$ cat src/sv/solk_pkg.sv
// Shared types, sizing constants and key/saturation helpers for the
// spin-orbital integral lookup core. Has no dependencies; used by all but solk_ram.
package solk_pkg;

    // Sizing
    localparam int MAX_SPATIAL = 8;
    localparam int TABLE_DEPTH = 2048;
    localparam int VALUE_BITS  = 32;

    // Fixed field widths
    localparam int DATA_W   = 32;
    localparam int KEY_IN_W = 11;
    localparam int IDX_W    = 4;
    localparam int CFG_W    = 4;

    localparam int ADDR_W = $clog2(TABLE_DEPTH);

    // Largest 1-based spatial orbital that a query can reach
    localparam int IDX_SPATIAL = (1 << IDX_W) / 2;
    localparam int SPATIAL_MAX = (MAX_SPATIAL < IDX_SPATIAL) ? MAX_SPATIAL : IDX_SPATIAL;
    localparam int SPATIAL_W   = $clog2(SPATIAL_MAX + 1);
    localparam int PAIR_MAX    = SPATIAL_MAX * (SPATIAL_MAX + 1) / 2 + SPATIAL_MAX;
    localparam int PAIR_W      = $clog2(PAIR_MAX + 1);
    localparam int KEY_MAX     = PAIR_MAX * (PAIR_MAX + 1) / 2 + PAIR_MAX;
    localparam int KEY_W       = $clog2(KEY_MAX + 1);
    localparam int LIMIT_W     = $clog2(2 * MAX_SPATIAL + 1);

    // Saturation range
    localparam int SAT_BITS = (VALUE_BITS < DATA_W) ? VALUE_BITS : DATA_W;
    localparam logic signed [DATA_W:0] SAT_HI =
        (DATA_W + 1)'((64'd1 << (SAT_BITS - 1)) - 64'd1);
    localparam logic signed [DATA_W:0] SAT_LO = ~SAT_HI;

    // Operation codes
    localparam logic OP_LOAD  = 1'b0;
    localparam logic OP_QUERY = 1'b1;

    // Configuration port
    localparam int PADDR_W   = 3;
    localparam int PDATA_W   = 32;
    localparam int REG_IDX_W = PADDR_W - 2;
    localparam logic [REG_IDX_W-1:0] REG_SPATIAL = '0;
    localparam logic [CFG_W-1:0] CFG_SPATIAL_RESET = CFG_W'(8);

    typedef struct packed {
        logic                     operation;
        logic [KEY_IN_W-1:0]      entry_key;
        logic signed [DATA_W-1:0] entry_value;
        logic [IDX_W-1:0]         spin_p;
        logic [IDX_W-1:0]         spin_q;
        logic [IDX_W-1:0]         spin_r;
        logic [IDX_W-1:0]         spin_s;
    } solk_in_t;

    typedef struct packed {
        logic signed [DATA_W-1:0] integral;
        logic                     index_error;
    } solk_out_t;

    typedef struct packed {
        logic              hit;
        logic [ADDR_W-1:0] addr;
    } solk_key_info_t;

    // 1-based spatial orbital of a 0-based spin orbital
    function automatic logic [SPATIAL_W-1:0] spatial_of(logic [IDX_W-1:0] idx);
        return SPATIAL_W'({1'b0, idx[IDX_W-1:1]} + IDX_W'(1));
    endfunction

    // Triangular pair key of two spatial orbitals
    function automatic logic [PAIR_W-1:0] pair_key(logic [SPATIAL_W-1:0] a,
                                                   logic [SPATIAL_W-1:0] b);
        logic [SPATIAL_W-1:0] hi;
        logic [SPATIAL_W-1:0] lo;
        logic [2*SPATIAL_W:0] hx;
        logic [2*SPATIAL_W:0] prod;
        hi   = (a > b) ? a : b;
        lo   = (a > b) ? b : a;
        hx   = (2 * SPATIAL_W + 1)'(hi);
        prod = hx * (hx + 1'b1);
        return PAIR_W'((prod >> 1) + (2 * SPATIAL_W + 1)'(lo));
    endfunction

    // Triangular compound key of two pair keys
    function automatic logic [KEY_W-1:0] quad_key(logic [PAIR_W-1:0] a,
                                                  logic [PAIR_W-1:0] b);
        logic [PAIR_W-1:0] hi;
        logic [PAIR_W-1:0] lo;
        logic [2*PAIR_W:0] hx;
        logic [2*PAIR_W:0] prod;
        hi   = (a > b) ? a : b;
        lo   = (a > b) ? b : a;
        hx   = (2 * PAIR_W + 1)'(hi);
        prod = hx * (hx + 1'b1);
        return KEY_W'((prod >> 1) + (2 * PAIR_W + 1)'(lo));
    endfunction

    function automatic logic signed [DATA_W-1:0] sat_value(logic signed [DATA_W:0] v);
        if (v > SAT_HI) return SAT_HI[DATA_W-1:0];
        if (v < SAT_LO) return SAT_LO[DATA_W-1:0];
        return v[DATA_W-1:0];
    endfunction

endpackage

$ cat src/sv/solk_key_unit.sv
// Compound-key unit: folds two pair keys into a table address and range flag.
// Depends on solk_pkg.
module solk_key_unit (
    input  logic [solk_pkg::PAIR_W-1:0] pair_a,
    input  logic [solk_pkg::PAIR_W-1:0] pair_b,
    output solk_pkg::solk_key_info_t    key_info
);

    logic [solk_pkg::KEY_W-1:0] key;
    logic [31:0]                key_x;

    always_comb begin
        key           = solk_pkg::quad_key(pair_a, pair_b);
        key_x         = 32'(key);
        // keys past the table read as zero
        key_info.hit  = key_x < 32'(solk_pkg::TABLE_DEPTH);
        key_info.addr = key_x[solk_pkg::ADDR_W-1:0];
    end

endmodule

$ cat config.mk
export PLATFORM = sky130hd
export DESIGN_NAME = solk_key_unit
export DESIGN_NICKNAME = d
export VERILOG_FILES = /design/src/sv/solk_pkg.sv /design/src/sv/solk_key_unit.sv
export SDC_FILE = /design/constraint.sdc
export NUM_CORES = 1
export LEC_CHECK = 0
export BUFFER_PORTS_ARGS = -buffer_cell sky130_fd_sc_hd__clkbuf_2
export CAP_MARGIN = 15
export CORE_MARGIN = 4
export CORE_UTILIZATION = 45
export DETAILED_ROUTE_END_ITERATION = 8
export GPL_ROUTABILITY_DRIVEN = 0
export GPL_TIMING_DRIVEN = 0
export PLACE_DENSITY_LB_ADDON = 0.05
export SLEW_MARGIN = 30
export SYNTH_ARGS = -nofsm -noshare
export SYNTH_HDL_FRONTEND = slang
export SYNTH_SLANG_ARGS = --single-unit
$ cat constraint.sdc
create_clock -name vclk -period 15.8
set_clock_uncertainty 0.1 [all_clocks]
set_input_delay 3.95 -clock vclk [all_inputs]
set_output_delay 3.95 -clock vclk [all_outputs]
set_load 0.005 [all_outputs]
# [Word-level counts from Yosys, hierarchy flattened]
# Cells that the tools add are included.
[totals] regBits=0 latch_bits=0 mem_bits_rw=0 rom_bits=0 input_bits=12 out_inout_bits=12 memories=0
[op_classes] n_addsub=2 multipliers=1 n_div=0 order_cmp=1 eq_ne=0 shifts=0 n_mux=2 bitwise_logic=0 reduce_logical=0
[op_table] cell="multiplier 6 x 7 -> 12 bit" count=1
[op_table] cell="two-way mux 6 bit" count=2
[op_table] cell="adder 11 x 6 -> 11 bit" count=1
[op_table] cell="adder 6 x 1 -> 7 bit (second input constant)" count=1
[op_table] cell="greater-than comparator 6 bit" count=1

# [Longest topological paths before layout]
[logic_depth] word_depth=5 mapped_depth=29 mapped_depth_nobuf=28

# [Worst setup path before layout]
# Ideal clock, no wire load.
[synth_path] path_kind="input-to-output" from="in pair_b[3] (netlist name)" to="out key_info[10] (netlist name)" t_arrival_ps=9586 required_ps=11750 setup_slack_ps=2164 stages=26 cell_sequence="inv_1 ha_1 a211oi_2 nor2_1 o32ai_4 buf_6 mux2i_2 clkinv_2 ha_1 inv_2 ha_1 or2_1 fa_1 fa_1 fa_1 inv_1 ha_1 xnor2_1 ha_1 o21a_1 o31a_1 o21a_1 nor2_1 nand2b_1 nor4_1 xnor2_1"
[synth_lines] item="from (decl)" line_no="solk_key_unit.sv:5" rtl="input logic [solk_pkg::PAIR_W-1:0] pair_b,"
[synth_lines] item="to (decl)" line_no="solk_key_unit.sv:6" rtl="output solk_pkg::solk_key_info_t key_info"

==> out/summary.txt <==
Mapped Cells: 242
Chip Height: 73.1 um
Synth Area per Inst: 7.88 um^2
core area: 4060 um^2
status: completed
I/O pin total: 24
full die area: 5340 um^2
YS warnings: 0
WL final: 3750 um
Netlist cell types: 43
final setup TNS: 0 ps
starting DRC count in detailed routing: 22
die outline width: 73.1 um
Final HPWL DP: 3440 um
Peak Freq: 69.5 MHz
leading area contributor after synthesis: ha_1
Power Density: 238 nW/um^2
Worst Path Max Fanout: 10
Vias/cell: 4.84
via count: 1525
Remaining DRCs: 0
Initial Util: 47.0%
endpoints failing hold: 0
number of global-route vias before repair: 1639
Hold Path Class: in2out
Detail Route Antenna Nets: 0
VDD IR-drop max: 0.101 mV
clkbuf count: 0
number of core rows: 23
slew margin rel.: 60.6%
post-route clock period utilization: 91.0%
PostCTS Resize Cnt: 0
Crit. End Element: output pin
final slew viol count: 0
Overflow after GRT: 0
fillers: 411
global-route wire length before repair: 6950 um
share of cells above drive strength 1: 14.7%
total track usage: 15.8%
WL per Instance: 11.9 um
antenna violations before repair: 0
Post-CTS Setup Bufs: 0
Antenna Cells: 0
register area share after synthesis: 0%
Critical Path AT: 10330 ps
NumNets Final: 338
Port Buffers: 23
CP Launch Type: input port
FFs & Latches: 0
layout overhead on the synthesized area: 9.32%
Hold Buf Count CTS: 0
RSZ-0062 raised after global routing: no
syn_nets: 313
most common cell after layout, fill and taps aside: inv_1
multi-input logic area: 1690 um^2
Worst Path Required: 11750 ps
max_cap viols: 0
dominant cells by area after synthesis: ha_1 (25%), fa_1 (22%), inv_1 (9.1%), nor2_1 (6.9%), xnor2_1 (6.4%)
setup violators final: 0
Total Power: 0.496 mW
Reg area: 0 um^2
Pre-antenna DRT Iters: 4
top cell type's share of synthesized area: 24.9%
WS Path Type: in2out
most frequent cells in the layout: inv_1 (46), ha_1 (38), nor2_1 (35)
leak pwr: 1.13 nW
Syn Std Cell Area: 1910 um^2
Worst Tran Pin Value: 575 ps
min Tclk post-route: 14380 ps
largest net degree at the start of global routing: 11
==> where the power goes <==
group | total, mW | switching [mW] | internal, mW
Clock | 0 | 0 | 0
Sequential | 0 | 0 | 0
Combinational | 0.496 | 0.256 | 0.241
==> area by class of cell <==
class	instances	area share, %
plain buffers	4	1.32
multi-input cells	188	81.1
repair buffers	23	5.52
inverters	50	9.06
well taps	50	3.00
==> critical path: stages <==
cell	delay, ps
clkbuf_2	120
inv_1	60
ha_1	300
a211oi_2	210
nor2_1	90
o32ai_4	350
buf_6	210
mux2i_2	480
clkinv_2	160
ha_1	240
inv_2	70
ha_1	270
or2_1	260
fa_1	480
fa_1	520
fa_1	540
inv_1	40
ha_1	330
xnor2_1	140
ha_1	330
o21a_1	130
o31a_1	160
o21a_1	130
nor2_1	50
nand2b_1	170
nor4_1	240
xnor2_1	150
clkbuf_2	130
==> layer usage <==
metal  global-route usage (%)  vias up  share of wire [%]
met4                        0        0                  0
met2                     28.9       14                 47
met1                     22.3      688                 51
li1                         -      823                  -
met3                        0        0                2.0
met5                        0        -                  0
==> cells in the mapped netlist, types with 2 or more instances <==
cell type / instances
a21oi_1: 7
fa_1: 21
inv_2: 3
nor2_1: 35
or3_1: 2
mux2i_1: 3
o21a_1: 5
o21ai_0: 9
nand2_1: 16
or2_1: 3
nor2b_1: 2
a211oi_1: 2
a21o_1: 3
inv_1: 46
nand3_1: 3
ha_1: 38
xor2_1: 2
mux2i_2: 2
nand2b_1: 2
mux2_2: 2
xnor2_1: 14
==> stage by stage <==
step | instances | hold WS (ps) | area [um^2] | setup WS, ps | util [%]
6_report | 315 | 8250 | 2080 | 1420 | 51.4
5_1_grt | 315 | 8300 | 2080 | 1010 | 51.4
4_1_cts | 315 | 8260 | 2080 | 1350 | 51.4
3_5_place_dp | 315 | 8260 | 2080 | 1350 | 51.4
3_3_place_gp | 315 | 8250 | 2080 | 1360 | 51.4
2_1_floorplan | 242 | 8050 | 1910 | 2160 | -
==> logic make-up after synthesis <==
group           count (synthesis)  share of synthesized area [%]
fa+ha+maj                      59                           47.0
compound gates                 34                           12.7
xor+xnor                       16                           7.35
mux                             8                           4.99
other cells                     1                          0.197
simple gates                   70                           16.4
buf+inv                        54                           11.4
==> final timing paths <==
path	startpoint	endpoint	slack [ps]	cells past startpoint
hold / removal	pair_a[0]	key_info[0]	8250	4
setup / recovery	pair_b[3]	key_info[10]	1420	28
Power figures use the tool's default switching activity.
