--- config.mk ---
export PLATFORM = sky130hd
export DESIGN_NAME = solk_apb_regs
export DESIGN_NICKNAME = d
export VERILOG_FILES = /design/src/sv/solk_pkg.sv /design/src/sv/solk_apb_regs.sv
export SDC_FILE = /design/constraint.sdc
export NUM_CORES = 1
export LEC_CHECK = 0
export BUFFER_PORTS_ARGS = -buffer_cell sky130_fd_sc_hd__buf_2
export CORE_MARGIN = 8
export CORE_UTILIZATION = 28
export CTS_CLUSTER_SIZE = 14
export DETAILED_ROUTE_END_ITERATION = 8
export HOLD_SLACK_MARGIN = 0.1
export PLACE_DENSITY = 0.84
export SLEW_MARGIN = 20
export SYNTH_ARGS = -nofsm -noshare
export SYNTH_HDL_FRONTEND = slang
export SYNTH_SLANG_ARGS = --single-unit
export TNS_END_PERCENT = 30
--- constraint.sdc ---
create_clock -name aclk -period 1.4 [get_ports aclk]
set_input_delay 0.28 -clock aclk [delete_from_list [all_inputs] [get_ports aclk]]
set_output_delay 0.28 -clock aclk [all_outputs]
set_load 0.05 [all_outputs]
--- src/sv/solk_pkg.sv ---
// Shared types, sizing constants and key/saturation helpers for the
// spin-orbital integral lookup core. Has no dependencies; used by all but solk_ram.
package solk_pkg;

    // Sizing
    localparam int MAX_SPATIAL = 8;
    localparam int TABLE_DEPTH = 2048;
    localparam int VALUE_BITS  = 32;

    // Fixed field widths
    localparam int DATA_W   = 32;
    localparam int KEY_IN_W = 11;
    localparam int IDX_W    = 4;
    localparam int CFG_W    = 4;

    localparam int ADDR_W = $clog2(TABLE_DEPTH);

    // Largest 1-based spatial orbital that a query can reach
    localparam int IDX_SPATIAL = (1 << IDX_W) / 2;
    localparam int SPATIAL_MAX = (MAX_SPATIAL < IDX_SPATIAL) ? MAX_SPATIAL : IDX_SPATIAL;
    localparam int SPATIAL_W   = $clog2(SPATIAL_MAX + 1);
    localparam int PAIR_MAX    = SPATIAL_MAX * (SPATIAL_MAX + 1) / 2 + SPATIAL_MAX;
    localparam int PAIR_W      = $clog2(PAIR_MAX + 1);
    localparam int KEY_MAX     = PAIR_MAX * (PAIR_MAX + 1) / 2 + PAIR_MAX;
    localparam int KEY_W       = $clog2(KEY_MAX + 1);
    localparam int LIMIT_W     = $clog2(2 * MAX_SPATIAL + 1);

    // Saturation range
    localparam int SAT_BITS = (VALUE_BITS < DATA_W) ? VALUE_BITS : DATA_W;
    localparam logic signed [DATA_W:0] SAT_HI =
        (DATA_W + 1)'((64'd1 << (SAT_BITS - 1)) - 64'd1);
    localparam logic signed [DATA_W:0] SAT_LO = ~SAT_HI;

    // Operation codes
    localparam logic OP_LOAD  = 1'b0;
    localparam logic OP_QUERY = 1'b1;

    // Configuration port
    localparam int PADDR_W   = 3;
    localparam int PDATA_W   = 32;
    localparam int REG_IDX_W = PADDR_W - 2;
    localparam logic [REG_IDX_W-1:0] REG_SPATIAL = '0;
    localparam logic [CFG_W-1:0] CFG_SPATIAL_RESET = CFG_W'(8);

    typedef struct packed {
        logic                     operation;
        logic [KEY_IN_W-1:0]      entry_key;
        logic signed [DATA_W-1:0] entry_value;
        logic [IDX_W-1:0]         spin_p;
        logic [IDX_W-1:0]         spin_q;
        logic [IDX_W-1:0]         spin_r;
        logic [IDX_W-1:0]         spin_s;
    } solk_in_t;

    typedef struct packed {
        logic signed [DATA_W-1:0] integral;
        logic                     index_error;
    } solk_out_t;

    typedef struct packed {
        logic              hit;
        logic [ADDR_W-1:0] addr;
    } solk_key_info_t;

    // 1-based spatial orbital of a 0-based spin orbital
    function automatic logic [SPATIAL_W-1:0] spatial_of(logic [IDX_W-1:0] idx);
        return SPATIAL_W'({1'b0, idx[IDX_W-1:1]} + IDX_W'(1));
    endfunction

    // Triangular pair key of two spatial orbitals
    function automatic logic [PAIR_W-1:0] pair_key(logic [SPATIAL_W-1:0] a,
                                                   logic [SPATIAL_W-1:0] b);
        logic [SPATIAL_W-1:0] hi;
        logic [SPATIAL_W-1:0] lo;
        logic [2*SPATIAL_W:0] hx;
        logic [2*SPATIAL_W:0] prod;
        hi   = (a > b) ? a : b;
        lo   = (a > b) ? b : a;
        hx   = (2 * SPATIAL_W + 1)'(hi);
        prod = hx * (hx + 1'b1);
        return PAIR_W'((prod >> 1) + (2 * SPATIAL_W + 1)'(lo));
    endfunction

    // Triangular compound key of two pair keys
    function automatic logic [KEY_W-1:0] quad_key(logic [PAIR_W-1:0] a,
                                                  logic [PAIR_W-1:0] b);
        logic [PAIR_W-1:0] hi;
        logic [PAIR_W-1:0] lo;
        logic [2*PAIR_W:0] hx;
        logic [2*PAIR_W:0] prod;
        hi   = (a > b) ? a : b;
        lo   = (a > b) ? b : a;
        hx   = (2 * PAIR_W + 1)'(hi);
        prod = hx * (hx + 1'b1);
        return KEY_W'((prod >> 1) + (2 * PAIR_W + 1)'(lo));
    endfunction

    function automatic logic signed [DATA_W-1:0] sat_value(logic signed [DATA_W:0] v);
        if (v > SAT_HI) return SAT_HI[DATA_W-1:0];
        if (v < SAT_LO) return SAT_LO[DATA_W-1:0];
        return v[DATA_W-1:0];
    endfunction

endpackage

--- src/sv/solk_apb_regs.sv ---
// APB configuration register block: holds the spatial orbital count.
// Depends on solk_pkg.
module solk_apb_regs (
    input  logic                          aclk,
    input  logic                          aresetn,
    input  logic                          psel,
    input  logic                          penable,
    input  logic                          pwrite,
    input  logic [solk_pkg::PADDR_W-1:0]  paddr,
    input  logic [solk_pkg::PDATA_W-1:0]  pwdata,
    output logic [solk_pkg::PDATA_W-1:0]  prdata,
    output logic                          pready,
    output logic [solk_pkg::CFG_W-1:0]    spatial_orbitals
);

    logic [solk_pkg::REG_IDX_W-1:0] reg_idx;
    logic [solk_pkg::CFG_W-1:0]     spatial_reg;
    logic [solk_pkg::CFG_W-1:0]     spatial_next;

    assign reg_idx          = paddr[solk_pkg::PADDR_W-1:2];
    assign pready           = 1'b1;
    assign spatial_orbitals = spatial_reg;

    always_comb begin
        spatial_next = spatial_reg;
        if (psel && penable && pwrite && reg_idx == solk_pkg::REG_SPATIAL) begin
            spatial_next = pwdata[solk_pkg::CFG_W-1:0];
        end
    end

    always_comb begin
        if (reg_idx == solk_pkg::REG_SPATIAL) begin
            prdata = solk_pkg::PDATA_W'(spatial_reg);
        end else begin
            prdata = '0;
        end
    end

    always_ff @(posedge aclk) begin
        if (!aresetn) begin
            spatial_reg <= solk_pkg::CFG_SPATIAL_RESET;
        end else begin
            spatial_reg <= spatial_next;
        end
    end

endmodule

Word level (Yosys, flattened, before mapping)
Index checks and enable logic that the tools add are counted.
{ "op_classes": {"addsub": 0, "multipliers": 0, "n_div": 0, "magnitude_cmp": 0, "n_eq_ne": 0, "shift": 0, "n_mux": 1, "bitwise_logic": 1, "reduce_logical": 3} }
{ "op_table": {"columns": ["cell", "n"], "rows": [
  ["$mux 4", 1],
  ["$logic_and 1x1->1", 3],
  ["$not 1->1", 1]
]} }
{ "totals": {"ff_bits": 4, "latchBits": 0, "ram_bits": 0, "romBits": 0, "out_inout_bits": 37, "word_cells": 6, "mem_count": 0} }

Longest topological paths before layout
{ "logic_depth": {"depth_word": 3, "mapped_depth": 3, "depth_no_buf": 2} }

Worst setup path before layout
Ideal clock, no wire load.
{ "synth_timing": {"kind": "register to output", "start": "register spatial_reg, in the netlist spatial_orbitals[0]", "end": "output port prdata[0] (netlist bit)", "t_arrival_ns": 1.410, "required_time_ns": 1.120, "path_slack_ns": -0.290, "stages_incl_launch_ff": 2, "path_buffers": 0, "path_cell_list": "dfxtp_1 nor2b_1"} }
{ "synth_between": {"elab_chain_cells": 1} }
{ "synth_rtl": {"columns": ["item", "line", "text"], "rows": [
  ["start: declaration", "solk_apb_regs.sv:17", "logic [solk_pkg::CFG_W-1:0] spatial_reg;"],
  ["start signal: assignment", "solk_apb_regs.sv:41", "spatial_reg <= solk_pkg::CFG_SPATIAL_RESET;"],
  ["start signal: assignment", "solk_apb_regs.sv:43", "spatial_reg <= spatial_next;"],
  ["$mux 4", "solk_apb_regs.sv:32", "if (reg_idx == solk_pkg::REG_SPATIAL) begin"],
  ["end: declaration", "solk_apb_regs.sv:11", "output logic [solk_pkg::PDATA_W-1:0] prdata,"]
]} }
Every way passes these cells.

Worst setup path in the final report
Same ends and word-level chain as after synthesis.

==> impl_metrics.tcl <==
set metrics [dict create \
    p_int_w 0.000233 \
    holdPathEnd "spatial_orbitals[1]" \
    grt_overflow 0 \
    ys_seq_area_share_pct 18.6 \
    p_clk_share_pct 29.4 \
    netlist_instances 53 \
    syn_area_um2 432 \
    finalHoldViolations 0 \
    min_period_ps 1250 \
    start_util_pct 29.3 \
    areaGrowthSynthToFinish_pct 2.32 \
    reg2regPathDepth 2 \
    clk-insertion-delay-late_ps 230 \
    met3WireLength_um 98 \
    fp.dieArea_mm2 0.00305 \
    period_share_pct 89.2 \
    cts_htree_levels 1 \
    dpl-instance-area_um2 419 \
    power_density_mw_per_mm2 1100 \
    largest_register_ffs 4 \
    drt-met1-wl_um 378 \
    finish.cell_count_without_fillers 86 \
    antennaDiodeCount 0 \
    setup_viol 0 \
    antenna_found_initial 0 \
    r2r_slack_ps 800 \
    routed_wl_um 962 \
    dpl.hpwl_um 870 \
    clkSinkCount 4 \
    cts_tree "built" \
    clk_pin_slew_ps 40 \
    path_max_fanout 3 \
    yosys_warnings 0 \
    cts-buffers-inserted 3 \
    hold_depth 3 \
    synth.avg_cell_area_um2 8.14 \
    fin_area_um2 442 \
    dp_cells 83 \
    wl_met2_um 485 \
    drc 0 \
    drive_above_1_share_pct 34.3 \
    status "finished clean" \
    cts_setup_buffers 0 \
    first_iter_violations 4 \
    chipWidth_um 55.3 \
    dieHeight_um 55.3 \
    start_kind "flip-flop" \
    num_rows 14 \
    wl_per_cell_um 11.2 \
    via_count 281 \
    grtUsageTotal_pct 6.34 \
    r2r_end "spatial_orbitals[3]" \
    min_path_type "in2reg" \
    ios 77 \
    drt_pass1_iterations 4 \
    endpoint_kind "output pin" \
    fmax_ghz 0.800 \
    grt_start_max_net_pins 9 \
    mostFrequentLayoutCells "conb_1, buf_2, nand2_1" \
    place.gp.congestion 0.633 \
    power_frac_seq_pct 24.4 \
    criticalPathCategory "reg2out" \
    clockBufferDepth 2 \
    layout_commonest_cell "conb_1" \
    highest_layer "met3" \
    drtAntennaViolNets 0 \
    p_sw_share_pct 52.1 \
    p_leak_nw 0.257 \
    switching_power_w 0.000253 \
    via_per_inst 3.27 \
    cp.arrival_ps 970 \
    root_buffer "clkbuf_4" \
    ys_ff_latch 4 \
    fp.coreArea_mm2 0.00147 \
    synth_cell_types 9 \
    cp.required_ps 1120 \
    vdd.ir_drop.worst_mv 0.524 \
    drv_cap 0 \
    grt_first_pass_wirelength_um 1520 \
    hold_buffers 0 \
    power.share.combinational_pct 46.2 \
    nets 112 \
    final.setup_skew_ps 0 \
    final-max-slew-violation-count 0 \
    rsz0062_at_grt "false" \
    r2r_start "spatial_orbitals[3]" \
    cts_resized 0 \
    grt_pass1_vias 325 \
    whs_ps 298 \
    portBuffers 17 \
    worstHoldStart "pwdata[1]" \
]
==> routing by layer <==
layer | GRT usage [%] | vias up
met5 | 0 | -
li1 | - | 138
met1 | 5.94 | 115
met3 | 5.02 | 0
met4 | 3.17 | 0
met2 | 9.78 | 28
==> worst max-delay path by stage <==
stage	from	cells past startpoint	slack [ps]	endpoint
after floorplan	spatial_orbitals[2]	1	-70	prdata[2]
after global placement	paddr[2]	3	240	prdata[3]
after detailed placement	paddr[2]	3	230	prdata[3]
after CTS	spatial_orbitals[0]	2	130	prdata[0]
after global routing	spatial_orbitals[1]	2	90	prdata[1]
final	spatial_orbitals[0]	2	150	prdata[0]
==> power by group through the flow <==
stage,clock network [W],logic (W),registers (W)
6_report,0.000143,0.000225,0.000119
5_1_grt,0.000166,0.000234,0.000119
4_1_cts,0.000154,0.000223,0.000119
3_5_place_dp,0,0.000223,0.000121
3_3_place_gp,0,0.000221,0.000120
2_1_floorplan,0,0.000256,0.000129
==> logic make-up after synthesis <==
group | Yosys count | share of synthesized area, %
other | 2 | 1.74
buffers and inverters | 30 | 53.0
muxes | 4 | 9.28
DFF | 4 | 18.6
and+or+nand+nor | 13 | 17.4
==> final cells by class <==
type | count | area, um2
clock buffer | 3 | 22.5
fill | 185 | 1030
multi-input combinational | 46 | 234
sequential | 4 | 80.1
tap | 16 | 20.0
timing repair buffer | 17 | 85.1
==> critical path, stage by stage, from the launching register on <==
cell and delay (ps):
dfxtp_1 340, nor2b_4 130, buf_2 260
==> per-stage QoR <==
stage | power (W) | setup slack [ps] | utilization, % | TNS [ps]
final | 0.000487 | 151 | 30.0 | 0
after global routing | 0.000519 | 91.4 | 30.0 | 0
after CTS | 0.000496 | 134 | 30.0 | 0
after detailed placement | 0.000343 | 234 | 28.5 | 0
after global placement | 0.000341 | 241 | 28.5 | 0
after floorplan | 0.000385 | -68.2 | - | -68.2
==> cell usage after synthesis <==
master	n	area, um2
mux2i_1	4	40.0
conb_1	2	7.51
nor2b_1	4	25.0
buf_6	1	11.3
and2b_2	2	17.5
and4b_1	1	10.0
buf_4	29	218
dfxtp_1	4	80.1
nand2_1	6	22.5
(Power assumes the default switching activity.)
